`src/hdl/iibf_pkg.sv`:
```
// shared constants and types of the integral image box filter
package iibf_pkg;

    localparam int PIXEL_BITS  = 8;
    localparam int MAX_WIDTH   = 1024;
    localparam int MAX_HEIGHT  = 1024;
    localparam int MAX_WINDOW  = 16;
    localparam int RING_ROWS   = MAX_WINDOW + 1;
    localparam int COL_BITS    = 10;
    localparam int ROW_BITS    = 10;
    localparam int SLOT_BITS   = 5;
    localparam int DIM_BITS    = 11;
    localparam int WIN_BITS    = 5;
    localparam int SEL_BITS    = 4;
    localparam int RECIP_BITS  = 17;
    localparam int ROWSUM_BITS = 18;
    localparam int INTEG_BITS  = 28;
    localparam int PROD_BITS   = INTEG_BITS + RECIP_BITS;
    localparam int FRAC_BITS   = 16;
    localparam int RAM_DEPTH   = RING_ROWS * MAX_WIDTH;
    localparam int ADDR_BITS   = 15;
    localparam int CFG_BITS    = 17;
    localparam int IDX_BITS    = 2;

    localparam logic [IDX_BITS-1:0] CFG_FRAME_WIDTH       = 2'd0;
    localparam logic [IDX_BITS-1:0] CFG_FRAME_HEIGHT      = 2'd1;
    localparam logic [IDX_BITS-1:0] CFG_WINDOW_SIZE       = 2'd2;
    localparam logic [IDX_BITS-1:0] CFG_WINDOW_RECIPROCAL = 2'd3;

    localparam logic [DIM_BITS-1:0]   RST_FRAME_WIDTH       = 11'd640;
    localparam logic [DIM_BITS-1:0]   RST_FRAME_HEIGHT      = 11'd480;
    localparam logic [WIN_BITS-1:0]   RST_WINDOW_SIZE       = 5'd3;
    localparam logic [RECIP_BITS-1:0] RST_WINDOW_RECIPROCAL = 17'd7282;

    localparam logic [SLOT_BITS-1:0] LAST_SLOT = SLOT_BITS'(RING_ROWS - 1);
    localparam logic [7:0]           PIX_MAX   = 8'd255;

    typedef struct packed {
        logic [DIM_BITS-1:0]   frame_width;
        logic [DIM_BITS-1:0]   frame_height;
        logic [WIN_BITS-1:0]   window_size;
        logic [RECIP_BITS-1:0] window_reciprocal;
    } cfg_t;

    typedef struct packed {
        logic [ROWSUM_BITS-1:0] rowsum;
        logic                   use_above;
        logic                   use_back;
        logic                   use_left;
        logic                   use_diag;
        logic                   win_zero;
        logic [SEL_BITS-1:0]    win_sel;
        logic [ADDR_BITS-1:0]   wr_addr;
    } front_t;

    typedef struct packed {
        logic [ADDR_BITS-1:0] above_addr;
        logic [ADDR_BITS-1:0] back_addr;
        logic [ADDR_BITS-1:0] diag_addr;
    } ring_rd_t;

endpackage

```
`src/hdl/iibf_scale.sv`:
```
// reciprocal multiply, truncation and saturation to a pixel
module iibf_scale import iibf_pkg::*; (
    input  logic                  clk,
    input  logic                  load3,
    input  logic                  load4,
    input  logic [INTEG_BITS-1:0] window_sum,
    input  logic [RECIP_BITS-1:0] reciprocal,
    output logic [7:0]            smoothed_value
);

    logic [PROD_BITS-1:0] prod_reg;
    logic [7:0]           value_reg;

    assign smoothed_value = value_reg;

    always_ff @(posedge clk)
    begin
        if (load3)
        begin
            prod_reg <= PROD_BITS'(window_sum) * PROD_BITS'(reciprocal);
        end
        if (load4)
        begin
            if (|prod_reg[PROD_BITS-1:FRAC_BITS+8])
                value_reg <= PIX_MAX;
            else
                value_reg <= prod_reg[FRAC_BITS+7:FRAC_BITS];
        end
    end

endmodule

```
`config.mk`:
```
export PLATFORM = sky130hd
export DESIGN_NAME = iibf_scale
export DESIGN_NICKNAME = d
export VERILOG_FILES = /design/src/hdl/iibf_pkg.sv /design/src/hdl/iibf_scale.sv
export SDC_FILE = /design/constraint.sdc
export NUM_CORES = 1
export LEC_CHECK = 0
export BUFFER_PORTS_ARGS = -buffer_cell sky130_fd_sc_hd__buf_2
export CORE_ASPECT_RATIO = 1.1
export CORE_MARGIN = 2
export CORE_UTILIZATION = 45
export DETAILED_ROUTE_END_ITERATION = 8
export GPL_ROUTABILITY_DRIVEN = 0
export GPL_TIMING_DRIVEN = 0
export PLACE_DENSITY = 0.72
export SYNTH_ARGS = -nofsm -noshare
export SYNTH_HDL_FRONTEND = slang
export SYNTH_SLANG_ARGS = --single-unit
```
`constraint.sdc`:
```
create_clock -name clk -period 5.91 [get_ports clk]
set_input_delay 0.2955 -clock clk [delete_from_list [all_inputs] [get_ports clk]]
set_output_delay 0.2955 -clock clk [all_outputs]
set_load 0.05 [all_outputs]
```
---- Yosys cells after proc, flatten, opt, wreduce, memory -nomap -nowiden ----
Cells that the tools add are included.
storage, ports and cells
  register bits after elaboration ......... 53
  input bits .............................. 48
  output and inout bits ................... 8
  word-level logic and storage cells ...... 4
cells by class
  multiply operators ...................... 1
  reduce and logical (&&, ||, !) cells .... 1
operators by type and width
  operator           number
  $mul A28 B17 Y45   1
  $reduce_or A21 Y1  1

---- Longest topological paths before layout ----
  word-level depth ........................ 1
  depth in mapped cells ................... 24
  depth with buffers taken out ............ 22

---- Worst setup path before layout ----
No wires, ideal clock.
  kind .................................... input -> register
  start ................................... input port reciprocal[8]
  end ..................................... register prod_reg[44] (data pin)
  setup time .............................. 0.260 ns
  data arrival time ....................... 5.692 ns
  slack ................................... -0.042 ns
  stages .................................. 22
  path buffers ............................ 3
  cells stage by stage .................... clkbuf_1 -> buf_1 -> nand2_1 -> fa_1 -> inv_1 -> fa_1 -> fa_1 -> fa_1 -> fa_1 -> inv_1 -> fa_1 -> inv_1 -> ha_1 -> buf_6 -> a21o_1 -> o21bai_1 -> o2bb2ai_1 -> or3_1 -> o21bai_4 -> o211ai_2 -> a21oi_2 -> xnor2_1
between the ends
  longest elaborated chain between the ends .. 1
ends and longest elaborated chain
  item                  line              source
  start, declared       iibf_scale.sv:7   input logic [RECIP_BITS-1:0] reciprocal,
  $mul A28 B17 Y45      iibf_scale.sv:20  prod_reg <= PROD_BITS'(window_sum) * PROD_BITS'(reciprocal);
  end signal, assigned  iibf_scale.sv:20
  end, declared         iibf_scale.sv:11  logic [PROD_BITS-1:0] prod_reg;
No other way between the ends.
A chain may end at the register's enable or synchronous reset.

---- Final worst setup path ----
  start ................................... input port window_sum[2]
  end ..................................... register prod_reg[39] (data pin)
between the ends
  longest elaborated chain between the ends .. 1
ends and longest elaborated chain
  item              line              source
  start, declared   iibf_scale.sv:6   input logic [INTEG_BITS-1:0] window_sum,
  $mul A28 B17 Y45  iibf_scale.sv:20
No other way between the ends.

==> metrics.md <==
| Metric | Value |
|---|---|
| Outcome | `finished, final reports clean` |
| Synthesized area | `about 16000 µm²` |
| Final setup fails | `0` |
| Crit-path cells | `clkbuf_4 > buf_6 > buf_12 > buf_4 > nand2_1 > fa_1 > inv_1 > fa_1 > fa_1 > fa_2 > fa_1 > inv_1 > fa_1 > inv_2 > ha_4 > a21oi_4 > o21ai_4 > a221oi_2 > o21ai_2 > a22oi_2 > a21oi_2 > o41ai_2 > xnor2_1` |
| Post-synthesis average cell area | `about 9.0 µm²` |
| Hold buffers post-CTS | `0` |
| Syn nets | `2342` |
| Crit-path slowest cell | `fa_1` |
| Yosys top cell by area | `fa_1` |
| Number of buffers created by CTS | `5` |
| Vias in the first global route | `between 10000 and 15000` |
| Yosys warnings | `0` |
| Largest register FFs | `29` |
| DR vias | `between 10000 and 15000` |
| Place WS | `-1354 ps` |
| Initial antenna violation count | `1` |
| Die area | `between 30000 and 40000 µm²` |
| Die W | `184.6 µm` |
| Post-synth ARST share | `0%` |
| Worst EP required | `5930 ps` |
| IO buf count | `34` |
| FMAX | `about 170 MHz` |
| Die Ht | `between 200 and 250 µm` |
| FF-to-FF setup slack | `around 3800 ps` |
| Clock Skew | `between 8 and 9 ps` |
| First-pass DRT Iterations | `5` |
| Most common cell after layout, fill and taps aside | `inv_1` |
| Cell count after synthesis | `about 1800` |
| R2R cell count | `3` |
| Worst path max stage delay | `~650 ps` |
| Startpoint class of the critical path | `primary input` |
| Core Box Area | `35220 µm²` |
| Area growth syn-to-layout | `17.20%` |
| Antenna viol nets, final | `0` |
| Clock-pin slew on the worst setup and hold paths | `around 60 ps` |
| Top cells by area, synth | `fa_1 (48%), inv_1 (10%), ha_1 (9.1%)` |
| Netlist cell types | `between 60 and 70` |
| Share of layout cells above drive strength 1 | `between 10 and 15%` |
| Min-Delay Path Class | `in2reg` |
| Routed vias/inst | `around 5.3` |
| Final Cell Area | `18920 µm²` |
| DRT Wirelength | `between 40 and 50 mm` |
| CTS Buffer Depth | `2` |
| CTS tree | `built` |
| Clock root cell | `clkbuf_16` |
| Ant diodes | `0` |
| First-pass GRT wire length | `about 70 mm` |
| Clock net sink count | `37` |
| Ports | `56` |
| Worst hold stages | `1` |
| # rows | `72` |
| Worst-skew pair later-pin latency | `roughly 280 ps` |
| Drc violations | `0` |
| Cell mode on critical path | `fa_1` |
| Post-synth EDFFs | `37` |
| Yosys reg bits | `37` |
| Slew Limit Fails | `0` |
| CTS H-tree depth | `2` |
| Starting density of the core | `between 40 and 50%` |
| CP Capture Type | `register` |
| Area share of the largest cell type after synthesis | `47.99%` |
| Sequential area share after synthesis | `under 10%` |
| Routed WL per cell | `about 19 µm` |
| Final setup margin | `between 100 and 150 ps` |
| Final Hold Fails | `0` |
| Worst path arrival time | `5820 ps` |
| Max_cap viols | `0` |
| GRT Total Usage | `24.62%` |
| Slew @ Worst Pin | `roughly 790 ps` |
| Final Critical Period | `between 5000 and 6000 ps` |
| Placed instance area | `between 15000 and 20000 µm²` |
| DR iter-0 viols | `between 800 and 900` |
| Dominant synthesized flop cell | `edfxtp_1` |
| Final core utilization | `53.72%` |
| CP Class | `in2reg` |
| Slew margin rel. | `47.66%` |
| Largest net degree at the start of global routing | `30` |
| Post-DP HPWL | `36.26 mm` |
| Final #Nets | `2442` |
| GRT Residual Overflow | `0` |
| Maximum fanout along the worst path | `8` |
| Tcrit/Tclk final | `98.24%` |
| RSZ-0062 raised after global routing | `yes` |
| Most frequent cells in the layout | `inv_1 (448), fa_1 (378), nand2_1 (312)` |
## cell usage after synthesis (2+ instances only)
library cell and count:
a211oi_1 4, a21o_1 17, a21o_2 3, a21oi_1 33, a21oi_2 3, a31oi_1 4, and2_1 183, and3_1 2
buf_1 3, buf_2 3, buf_6 2, clkbuf_1 83, edfxtp_1 37, fa_1 387, ha_1 117, inv_1 451
nand2_1 315, nand2b_1 8, nand3_1 4, nand4_1 11, nor2_1 22, nor3_1 6, nor4_1 4, o21ai_0 10
o21ai_2 3, o21bai_1 8, o221ai_2 2, xnor2_1 20, xor2_1 12
## metal layers
layer  GRT usage [%]  part of all wire (%)  wire, µm
met1           29.59                    36     16250
met2           41.82                    49     21940
met3           4.502                   8.8      3983
met4           13.34                   6.8      3062
met5               0                     0         0
## layout make-up
class / instances / area [µm²]
flip-flops and latches: 37 / 1111
clock inverters: 3 / 17.52
clock buffers: 5 / 125.1
multi-input cells: 1208 / 13330
fillers: 3041 / 16300
plain buffers: 89 / 1229
well taps: 481 / 601.8
repair buffers: 98 / 810.8
inverters: 451 / 1693
## path summary, 6_finish.rpt
check | from | endpoint
worst max-delay path | window_sum[2] | prod_reg[39]
worst min-delay path | load4 | smoothed_value[0]
worst max register to register | prod_reg[26] | smoothed_value[7]
worst min register to register | prod_reg[17] | smoothed_value[1]
## cells by family after synthesis
| family | synth area share (%) |
|---|---|
| AOI/OAI and AO/OA | 4.712 |
| DFF | 6.882 |
| buffers and inverters | 12.86 |
| xor gates and xnor gates | 1.736 |
| adders and majority gates | 57.06 |
| and+or+nand+nor | 16.76 |
## stage by stage
stage	std cells	setup TNS [ps]	hold WS, ps
finish	2372	0	368.2
global route	2372	-172.0	370.6
CTS	2318	0	369.7
detailed placement	2305	-26310	508.3
global placement	2305	-24020	501.9
floorplan	1790	-1.275	408.0
## worst max-delay path, delay by kind of cell
family / cells / cell delay, ps
XOR/XNOR: 1 / 130
AO/OA/AOI/OAI: 7 / 1360
buffers and inverters: 7 / 750
AND/OR/NAND/NOR: 1 / 70
adder cells (fa/ha/maj): 7 / 3230
## timing repair
item	4_1_cts	5_1_grt
buffers inserted	6	56
pin swaps	6	66
gates cloned	0	2
endpoints found under the setup margin	29	18
gates resized for setup	220	207
Power is left out: the tool's default activity adds up to more than one toggle a clock period on the data nets, which glitch-free logic cannot reach.
