<file path="src/hdl/iibf_pkg.sv">
// shared constants and types of the integral image box filter
package iibf_pkg;

    localparam int PIXEL_BITS  = 8;
    localparam int MAX_WIDTH   = 1024;
    localparam int MAX_HEIGHT  = 1024;
    localparam int MAX_WINDOW  = 16;
    localparam int RING_ROWS   = MAX_WINDOW + 1;
    localparam int COL_BITS    = 10;
    localparam int ROW_BITS    = 10;
    localparam int SLOT_BITS   = 5;
    localparam int DIM_BITS    = 11;
    localparam int WIN_BITS    = 5;
    localparam int SEL_BITS    = 4;
    localparam int RECIP_BITS  = 17;
    localparam int ROWSUM_BITS = 18;
    localparam int INTEG_BITS  = 28;
    localparam int PROD_BITS   = INTEG_BITS + RECIP_BITS;
    localparam int FRAC_BITS   = 16;
    localparam int RAM_DEPTH   = RING_ROWS * MAX_WIDTH;
    localparam int ADDR_BITS   = 15;
    localparam int CFG_BITS    = 17;
    localparam int IDX_BITS    = 2;

    localparam logic [IDX_BITS-1:0] CFG_FRAME_WIDTH       = 2'd0;
    localparam logic [IDX_BITS-1:0] CFG_FRAME_HEIGHT      = 2'd1;
    localparam logic [IDX_BITS-1:0] CFG_WINDOW_SIZE       = 2'd2;
    localparam logic [IDX_BITS-1:0] CFG_WINDOW_RECIPROCAL = 2'd3;

    localparam logic [DIM_BITS-1:0]   RST_FRAME_WIDTH       = 11'd640;
    localparam logic [DIM_BITS-1:0]   RST_FRAME_HEIGHT      = 11'd480;
    localparam logic [WIN_BITS-1:0]   RST_WINDOW_SIZE       = 5'd3;
    localparam logic [RECIP_BITS-1:0] RST_WINDOW_RECIPROCAL = 17'd7282;

    localparam logic [SLOT_BITS-1:0] LAST_SLOT = SLOT_BITS'(RING_ROWS - 1);
    localparam logic [7:0]           PIX_MAX   = 8'd255;

    typedef struct packed {
        logic [DIM_BITS-1:0]   frame_width;
        logic [DIM_BITS-1:0]   frame_height;
        logic [WIN_BITS-1:0]   window_size;
        logic [RECIP_BITS-1:0] window_reciprocal;
    } cfg_t;

    typedef struct packed {
        logic [ROWSUM_BITS-1:0] rowsum;
        logic                   use_above;
        logic                   use_back;
        logic                   use_left;
        logic                   use_diag;
        logic                   win_zero;
        logic [SEL_BITS-1:0]    win_sel;
        logic [ADDR_BITS-1:0]   wr_addr;
    } front_t;

    typedef struct packed {
        logic [ADDR_BITS-1:0] above_addr;
        logic [ADDR_BITS-1:0] back_addr;
        logic [ADDR_BITS-1:0] diag_addr;
    } ring_rd_t;

endpackage

</file>
<file path="src/hdl/iibf_front.sv">
// raster position counters, row running sum and ring address generation
module iibf_front import iibf_pkg::*; (
    input  logic                  clk,
    input  logic                  rst_n,
    input  cfg_t                  cfg,
    input  logic                  accept,
    input  logic [PIXEL_BITS-1:0] pixel_value,
    output front_t                front,
    output ring_rd_t              ring_rd
);

    logic [COL_BITS-1:0]    col_reg, col_next;
    logic [ROW_BITS-1:0]    row_reg, row_next;
    logic [SLOT_BITS-1:0]   slot_reg, slot_next;
    logic [ROWSUM_BITS-1:0] rowsum_reg;

    logic [DIM_BITS-1:0]    w_eff, h_eff, col_inc, row_inc;
    logic [WIN_BITS-1:0]    s_eff;
    logic [ROWSUM_BITS-1:0] rowsum_new;
    logic [SLOT_BITS-1:0]   slot_above, slot_back;
    logic [SLOT_BITS:0]     slot_wrap;
    logic [COL_BITS-1:0]    col_left;
    logic                   has_win, row_ok, col_ok;

    always_comb
    begin
        if (cfg.frame_width == '0)
            w_eff = DIM_BITS'(1);
        else if (cfg.frame_width > DIM_BITS'(MAX_WIDTH))
            w_eff = DIM_BITS'(MAX_WIDTH);
        else
            w_eff = cfg.frame_width;

        if (cfg.frame_height == '0)
            h_eff = DIM_BITS'(1);
        else if (cfg.frame_height > DIM_BITS'(MAX_HEIGHT))
            h_eff = DIM_BITS'(MAX_HEIGHT);
        else
            h_eff = cfg.frame_height;

        if (cfg.window_size > WIN_BITS'(MAX_WINDOW))
            s_eff = WIN_BITS'(MAX_WINDOW);
        else
            s_eff = cfg.window_size;
    end

    always_comb
    begin
        if (col_reg == '0)
            rowsum_new = ROWSUM_BITS'(pixel_value);
        else
            rowsum_new = rowsum_reg + ROWSUM_BITS'(pixel_value);

        has_win = (s_eff != '0);
        row_ok  = has_win && ({{(ROW_BITS-WIN_BITS){1'b0}}, s_eff} <= row_reg);
        col_ok  = has_win && ({{(COL_BITS-WIN_BITS){1'b0}}, s_eff} <= col_reg);

        slot_above = (slot_reg == '0) ? LAST_SLOT : slot_reg - SLOT_BITS'(1);
        slot_wrap  = {1'b0, slot_reg} + (SLOT_BITS+1)'(RING_ROWS) - {1'b0, s_eff};
        if (slot_reg >= s_eff)
            slot_back = slot_reg - s_eff;
        else
            slot_back = slot_wrap[SLOT_BITS-1:0];
        col_left = col_reg - {{(COL_BITS-WIN_BITS){1'b0}}, s_eff};

        front.rowsum    = rowsum_new;
        front.use_above = (row_reg != '0);
        front.use_back  = row_ok;
        front.use_left  = col_ok;
        front.use_diag  = row_ok && col_ok;
        front.win_zero  = !has_win;
        front.win_sel   = SEL_BITS'(s_eff - WIN_BITS'(1));
        front.wr_addr   = {slot_reg, col_reg};

        ring_rd.above_addr = {slot_above, col_reg};
        ring_rd.back_addr  = {slot_back, col_reg};
        ring_rd.diag_addr  = {slot_back, col_left};
    end

    // raster advance with row and frame wrap
    always_comb
    begin
        col_inc   = {1'b0, col_reg} + DIM_BITS'(1);
        row_inc   = {1'b0, row_reg} + DIM_BITS'(1);
        col_next  = col_inc[COL_BITS-1:0];
        row_next  = row_reg;
        slot_next = slot_reg;
        if (col_inc >= w_eff)
        begin
            col_next  = '0;
            row_next  = row_inc[ROW_BITS-1:0];
            slot_next = (slot_reg == LAST_SLOT) ? '0 : slot_reg + SLOT_BITS'(1);
            if (row_inc >= h_eff)
            begin
                row_next  = '0;
                slot_next = '0;
            end
        end
    end

    always_ff @(posedge clk or negedge rst_n)
    begin
        if (!rst_n)
        begin
            col_reg    <= '0;
            row_reg    <= '0;
            slot_reg   <= '0;
            rowsum_reg <= '0;
        end
        else if (accept)
        begin
            col_reg    <= col_next;
            row_reg    <= row_next;
            slot_reg   <= slot_next;
            rowsum_reg <= rowsum_new;
        end
    end

endmodule

</file>
<file path="config.mk">
export PLATFORM = sky130hd
export DESIGN_NAME = iibf_front
export DESIGN_NICKNAME = d
export VERILOG_FILES = /design/src/hdl/iibf_pkg.sv /design/src/hdl/iibf_front.sv
export SDC_FILE = /design/constraint.sdc
export NUM_CORES = 1
export LEC_CHECK = 0
export ABC_AREA = 1
export BUFFER_PORTS_ARGS = -buffer_cell sky130_fd_sc_hd__buf_2
export CORE_MARGIN = 5
export CORE_UTILIZATION = 35
export CTS_CLUSTER_SIZE = 8
export DETAILED_ROUTE_END_ITERATION = 12
export GPL_TIMING_DRIVEN = 0
export SLEW_MARGIN = 20
export SYNTH_ARGS = -nofsm -noshare
export SYNTH_HDL_FRONTEND = slang
export SYNTH_SLANG_ARGS = --single-unit
</file>
<file path="constraint.sdc">
create_clock -name clk -period 2.75 [get_ports clk]
set_input_delay 0 -clock clk [delete_from_list [all_inputs] [get_ports clk]]
set_output_delay 0 -clock clk [all_outputs]
set_load 0.05 [all_outputs]
</file>
* Yosys cells after proc, flatten, opt, wreduce, memory -nomap -nowiden
Cells that the tools add are included.
** Storage, ports and cells
- Latch bits :: 0
- Logic and storage cells :: 46
- Bits in read-only memories :: 0
- Memory bits (writable) :: 0
- Output and inout bits :: 87
- Flip-flop bits (word level) :: 43
- Memories kept :: 0
** Cells by class
- $lt $le $gt $ge :: 8
- Multiply operators :: 0
- Reductions and logical operators :: 11
- Eq/ne operators :: 1
- Shift operators :: 0
- $add $sub $neg :: 10
- Bitwise operators :: 0
- Divide/modulo/power cells :: 0
- Muxes and demuxes :: 12
** Operators with widths (number)
- 11-bit 2-to-1 mux :: 4
- 5-bit 2-to-1 mux :: 5
- 10-bit by 1-bit adder with 11-bit output, second input constant :: 2
- 11-bit >= comparator :: 2
- 11-bit > comparator, second input constant :: 2
- 11-bit logical NOT :: 2
- 5-bit by 10-bit <= comparator with 1-bit output :: 2
- 10-bit 2-to-1 mux :: 2
- 18-bit by 8-bit adder with 18-bit output :: 1
- 18-bit 2-to-1 mux :: 1
- 10-bit logical NOT :: 1
- 10-bit nonzero test :: 1
- 10-bit by 5-bit subtractor with 10-bit output :: 1
- 5-bit subtractor :: 2
- 5-bit by 1-bit adder with 5-bit output, second input constant :: 1
- 5-bit adder, second input constant :: 1
- 5-bit equality test, second input constant :: 1
- 5-bit >= comparator :: 1
- 5-bit > comparator, second input constant :: 1
- 5-bit logical NOT :: 1
- 5-bit nonzero test :: 1
- 5-bit by 1-bit subtractor with 5-bit output, second input constant :: 1
- 4-bit by 1-bit subtractor with 4-bit output, second input constant :: 1
- 1-bit logical AND :: 3
- other kinds (2) :: 2

* Logic depth before layout (Yosys ltp)
Gate-level depths: netlist (run 1).
- Word-level depth :: 5
- Gate-level depth with buffers :: 18
- Mapped depth without buffers :: 17

* Worst setup path before layout (run 1)
Ideal clock, no wire load.
- Path type :: reg-to-output
- Start :: register slot_reg[1]
- End :: output ring_rd[28] in the netlist's numbering
- Path slack :: -0.511 ns
- Required time :: 2.750 ns
- Arrival :: 3.261 ns
- Cell stages (with the launch flop) :: 9
- Buffers on the path :: 1
- Path through :: dfrtp_1 ha_1 inv_1 ha_1 inv_1 fa_1 xnor2_1 o21ai_0 buf_4
** RTL lines
- from (decl) :: line iibf_front.sv:14 : logic [SLOT_BITS-1:0] slot_reg, slot_next;
- from (signal assigned) :: line iibf_front.sv:114 : slot_reg <= slot_next;
- to (decl) :: line iibf_front.sv:9 : output ring_rd_t ring_rd

==> results.toml, run 1 <==
[timing]
layout_min_cycle_time_ns = 2.53
fmax_ghz = 0.395
slew_violations = 0
period_share_pct = 92.2
worstMarginPinSlew_ns = 0.600
setup_viol = 0
slew_headroom_pct = 60.0
fin_ws_ns = 0.215
whs_ns = 0.00565
fin_setup_tns_ns = 0
finClkSkew_ns = 0.00340
finalHoldViolCount = 0

[synth]
async_flop_share_pct = 100
ys_seq_area_share_pct = 21.3
synth_common_cells = "nand2_1 (260), inv_1 (101), nor2_1 (66)"
postSynthCellCount = 767
ys_ff_latch = 43
yosysWarnings = 0
synthTopCellsByArea = "dfrtp_1 (21%), nand2_1 (19%), ha_1 (14%)"
syn_area_sq_mm = 0.00506
yosysTopAreaCellShare_pct = 21.3
yosys.cell_count.top_type = "nand2_1"
syn_nets = 886
synth_area_leader_cell = "dfrtp_1"
yosys_most_used_dff = "dfrtp_1"
synth-edff-count = 0
ys_types = 43
syn_area_per_cell_sq_um = 6.60

[power]
power_density_mw_per_mm2 = 1290
vdd_ir_drop_max_mv = 0.682
power_leakage_nw = 3.64

[global_route]
grt_pass1_vias = 4764
antenna_found_initial = 0
grt_overflow = 0
grt_usage_pct = 16.1
grt_max_degree = 44
grt_pass1_wl_mm = 22.6

[detailed_routing]
wire_per_inst_um = 12.4
drt_iter0_markers = 212
vias = 5073
first_pass_iters = 4
vias_per_cell = 4.64
routed_wirelength_mm = 13.5
postRouteAntennaNets = 0
drcViolationCount = 0

[die]
chipHeight_um = 130
die_w_um = 130
core_area_sq_mm = 0.0144
design.die.area_sq_mm = 0.0170
io_pins = 142
rows = 44
start_util_pct = 35.2

[finish]
largest_register_ffs = 18
final_core_util_pct = 43.0
final_cells = 1093
antenna_cells = 0
drive_above_1_share_pct = 23.8
area_growth_pct = 22.0
fin_nets = 1027

[clocking]
cts_sinks = 43
clkLatencyLatePin_ns = 0.28
cts_tree = "yes"
ctsRootBufferMaster = "clkbuf_16"
clk_pin_slew_ns = 0.06
cts_buffer_depth = 2
htreeDepth = 2
numCtsBuffers = 5

[setup_path]
worst_path_dominant_cell_family = "adder cells"
path_buf_inv = 2
reg2reg_slack_ns = 0.25
cp-end-kind = "output port"
regToRegStartpoint = "col_reg[5]$_DFFE_PN0P_"
arrival_ns = 2.53
critPathLaunchType = "flip-flop"
critical_path_required_ns = 2.75
crit_fanout = 8
crit_path_top_delay_cell = "dfrtp_1"
r2r_end = "row_reg[1]$_DFFE_PN0P_"
path_cells = "ha_1 > ha_1 > a21oi_1 > nor2_1 > nor2_1 > xor2_1 > mux2_2 > buf_4 > buf_2"
critPathKind = "flip-flop to output port"
cpPeakStageDelay_ns = 0.48
r2r_cells = 11

[placement]
portBuffers = 123
dp_hpwl_mm = 10.9
place_inst = 1074
pre_cts_ws_ns = 0.00621
place.gp.congestion = 0.834

[worst_hold_path]
hold_path_end = "rowsum_reg[0]$_DFFE_PN0P_"
hp-class = "primary input to flip-flop"
holdPathStages = 3
min_from = "pixel_value[0]"

[job]
maxCapViolations = 0

[run_status]
outcome = "finished, final reports clean"
[area by class of cell]
| type | instances | area (sq um) |
|---|---|---|
| fill | 1535 | 8190 |
| multi-input combinational | 581 | 3340 |
| sequential | 43 | 1080 |
| timing repair buffer | 134 | 706 |
| inverter | 106 | 405 |
| buffer | 37 | 274 |
| tap | 184 | 230 |
| clock buffer | 6 | 129 |
| clock inverter | 2 | 12.5 |
[layer usage]
layer,vias to the layer above,track usage (%),wire [um]
met1,2276,22.1,6490
met2,98,27.4,6160
met4,0,2.75,134
met3,9,2.09,712
met5,-,0,0
li1,2690,-,-
[worst max path at each step]
stage,startpoint,endpoint,cells past startpoint
2_1_floorplan,slot_reg[1]$_DFFE_PN0P_,ring_rd[28],8
3_3_place_gp,col_reg[1]$_DFFE_PN0P_,row_reg[8]$_DFFE_PN0P_,15
3_5_place_dp,col_reg[1]$_DFFE_PN0P_,row_reg[8]$_DFFE_PN0P_,15
4_1_cts,row_reg[0]$_DFFE_PN0P_,row_reg[7]$_DFFE_PN0P_,17
5_1_grt,row_reg[1]$_DFFE_PN0P_,row_reg[5]$_DFFE_PN0P_,15
6_report,slot_reg[2]$_DFFE_PN0P_,ring_rd[29],9
[repair_timing]
item                                   4_1_cts  5_1_grt
setup buffers                                0       10
endpoints found under the hold margin       43        0
resized for setup                            2       10
hold buffers                                 1        0
setup endpoints to repair                    8       27
[logic make-up after synthesis]
family                   share of synthesized area (%)
AND/OR/NAND/NOR                                   36.7
buffers and inverters                             13.4
adder cells (fa/ha/maj)                           16.7
AO/OA/AOI/OAI                                     6.25
flip-flops                                        21.3
XOR/XNOR                                          5.19
multiplexers                                     0.445
[worst reg2reg max path, delay by kind of cell, from the launching register on]
| kind | cells | cell delay (ns) |
|---|---|---|
| flip-flops | 1 | 0.58 |
| buffers and inverters | 1 | 0.22 |
| XOR/XNOR | 1 | 0.18 |
| adder cells (fa/ha/maj) | 1 | 0.29 |
| AND/OR/NAND/NOR | 6 | 0.63 |
| AO/OA/AOI/OAI | 2 | 0.52 |
[layout by cell type (no fill, tap or decap), types with 6 or more instances in the layout]
master   count
nand2_1    260
buf_2      123
inv_1      101
nor2_1      63
ha_1        58
buf_4       40
dfrtp_1     39
nand3_1     37
a21oi_1     24
xor2_1      21
nand4_1     20
o21ai_0     14
nand2_2      9
o21ai_1      8
xnor2_1      8
nor3_1       6
fa_1         6
[power by group]
group	internal [W]	switching [W]
registers	0.000806	0.000232
logic	0.00179	0.00453
clock network	0.000336	0.000252
total	0.00293	0.00502
[per-stage QoR]
step           cell area, sq um  power, W
3_5_place_dp               5910   0.00731
5_1_grt                    6180   0.00862
2_1_floorplan              5070   0.00600
3_3_place_gp               5910   0.00728
4_1_cts                    6070   0.00794
6_report                   6180   0.00795
(Power assumes the default switching activity.)
==> run 2: changes to the inputs <==
--- a/config.mk
+++ b/config.mk
@@ -9,6 +9,7 @@
 export BUFFER_PORTS_ARGS = -buffer_cell sky130_fd_sc_hd__buf_2
 export CORE_MARGIN = 5
 export CORE_UTILIZATION = 35
+export CTS_BUF_LIST = sky130_fd_sc_hd__clkbuf_8 sky130_fd_sc_hd__clkbuf_16
 export CTS_CLUSTER_SIZE = 8
 export DETAILED_ROUTE_END_ITERATION = 12
 export GPL_TIMING_DRIVEN = 0
==> run 2 against run 1 <==
Net effect:
- global-route usage unchanged
- die area stayed put
- first-iteration DRC count is the same
- core utilization is the same
- combinational power barely moved
- clock skew barely moved
- sequential share of layout area did not move
- register-to-register slack hardly changed
- critical endpoint unchanged
- largest cell class unchanged
==> results.toml, run 2 (synthesized netlist as in run 1, its figures left out) <==
[power]
p_switching_w = 0.00502
power_frac_comb_pct = 79.6
power_leakage_nw = 3.65
power_density_mw_per_mm2 = 1290
p_seq_share_pct = 13.1
p_int_w = 0.00293
pwr-share-clk_pct = 7.4
switching_share_pct = 63.2
vdd_ir_drop_max_mv = 0.682
p_total_w = 0.00794

[global_route]
met2_usage_pct = 27.4
grt.busiest_layer = "met2"
grt_usage_pct = 16.1
grt_max_degree = 44
grt_pass1_vias = 4764
grt_overflow = 0
met3_usage_pct = 2.09
use_met1_pct = 22.1
grt_pass1_wl_mm = 22.6
antenna_found_initial = 0

[worst_hold_path]
holdPathStages = 3
hold_path_end = "rowsum_reg[0]$_DFFE_PN0P_"
min_from = "pixel_value[0]"
hp-class = "primary input to flip-flop"

[clocking]
cts_tree = "yes"
cts_buffer_depth = 2
cts_sinks = 43
clk_pin_slew_ns = 0.06
ctsRootBufferMaster = "clkbuf_16"
htreeDepth = 2
numCtsBuffers = 5
clkLatencyLatePin_ns = 0.28

[detailed_routing]
postRouteAntennaNets = 0
first_pass_iters = 4
vias = 5073
drt_iter0_markers = 212
drcViolationCount = 0
routed_wirelength_mm = 13.5
vias_per_cell = 4.64
wire_per_inst_um = 12.4

[finish]
largest_register_ffs = 18
antenna_cells = 0
final_common_cell = "nand2_1"
area_growth_pct = 22.0
drive_above_1_share_pct = 23.8
fin_nets = 1027
final.fill_count = 1535
layout_common_cells = "nand2_1 (260), buf_2 (123), inv_1 (102), nor2_1 (63), ha_1 (58)"

[timing]
slew_violations = 0
period_share_pct = 92.2
fmax_ghz = 0.395
finalHoldViolCount = 0
setup_viol = 0
layout_min_cycle_time_ns = 2.53
worstMarginPinSlew_ns = 0.600
finClkSkew_ns = 0.00364
fin_ws_ns = 0.215
slew_headroom_pct = 60.0

[die]
core_area_sq_mm = 0.0144
start_util_pct = 35.2
die_w_um = 130
io_pins = 142
rows = 44
chipHeight_um = 130
design.die.area_sq_mm = 0.0170

[job]
maxCapViolations = 0

[setup_path]
reg2reg_slack_ns = 0.25
crit_fanout = 8
critPathKind = "flip-flop to output port"
critPathLaunchType = "flip-flop"
regToRegStartpoint = "col_reg[5]$_DFFE_PN0P_"
arrival_ns = 2.53
cp-end-kind = "output port"
r2r_cells = 11
r2r_end = "row_reg[1]$_DFFE_PN0P_"
critical_path_required_ns = 2.75

[run_status]
outcome = "finished, final reports clean"

[placement]
pre_cts_ws_ns = 0.00621
dp_hpwl_mm = 10.9
portBuffers = 123
place.gp.congestion = 0.834
## run 2: cell types whose count changed in the layout (fill, tap and decap cells not counted), sizes merged
| cell | previous run | this run |
|---|---|---|
| clkbuf | 11 | 10 |
| inv | 106 | 107 |
## run 2: worst max-delay path: stages (launching register included)
cell and delay, ns:
dfrtp_1 0.48, ha_1 0.45, ha_1 0.33, a21oi_1 0.16, nor2_1 0.06, nor2_1 0.11
xor2_1 0.07, mux2_2 0.28, buf_4 0.13, buf_2 0.20
## run 2: power groups by stage
stage | Combinational (W) | Clock, W | Sequential, W
2_1_floorplan | 0.00482 | 0 | 0.00117
3_3_place_gp | 0.00622 | 0 | 0.00106
3_5_place_dp | 0.00625 | 0 | 0.00106
4_1_cts | 0.00626 | 0.000613 | 0.00105
5_1_grt | 0.00690 | 0.000640 | 0.00107
6_report | 0.00632 | 0.000584 | 0.00104
## run 2: per-stage QoR
step	TNS [ns]	hold slack (ns)	cells	util (%)	area [sq um]
6_report	0	0.00536	1093	43.0	6180
5_1_grt	-0.000811	0.0346	1093	43.0	6180
4_1_cts	0	0.000430	1083	42.2	6070
3_5_place_dp	0	0.248	1074	41.2	5910
3_3_place_gp	0	0.252	1074	41.2	5910
2_1_floorplan	-0.0749	-0.296	767	-	5070
## run 2: worst max path at each step
stage          slack (ns)                endpoint  cells past startpoint                     from
2_1_floorplan       -0.07             ring_rd[28]                      8  slot_reg[1]$_DFFE_PN0P_
3_3_place_gp        0.006  row_reg[8]$_DFFE_PN0P_                     15   col_reg[1]$_DFFE_PN0P_
6_report             0.22             ring_rd[29]                      9  slot_reg[2]$_DFFE_PN0P_
4_1_cts              0.06  row_reg[7]$_DFFE_PN0P_                     17   row_reg[0]$_DFFE_PN0P_
5_1_grt           -0.0008  row_reg[5]$_DFFE_PN0P_                     15   row_reg[1]$_DFFE_PN0P_
3_5_place_dp        0.006  row_reg[8]$_DFFE_PN0P_                     15   col_reg[1]$_DFFE_PN0P_
## run 2: area by class of cell
cell class	instances	area (sq um)	area share (%)
Buffer	37	274	4.44
Timing Repair Buffer	134	706	11.4
Tap cell	184	230	3.73
Sequential cell	43	1080	17.5
Multi-Input combinational cell	581	3340	54.1
Clock inverter	3	16.3	0.263
Clock buffer	5	125	2.03
Inverter	106	405	6.56
## run 2: timing repair
item / CTS / global route
pin swaps: 0 / 0
gates resized for setup: 2 / 10
setup buffers: 0 / 10
setup endpoints to repair: 8 / 27
gates cloned: 0 / 0
hold endpoints to repair: 43 / 0
hold buffers: 1 / 0
## run 2: layer usage
metal	wire, um	share of wire [%]
met1	6490	48
met2	6160	46
met3	712	5.3
met4	134	0.99
met5	0	0
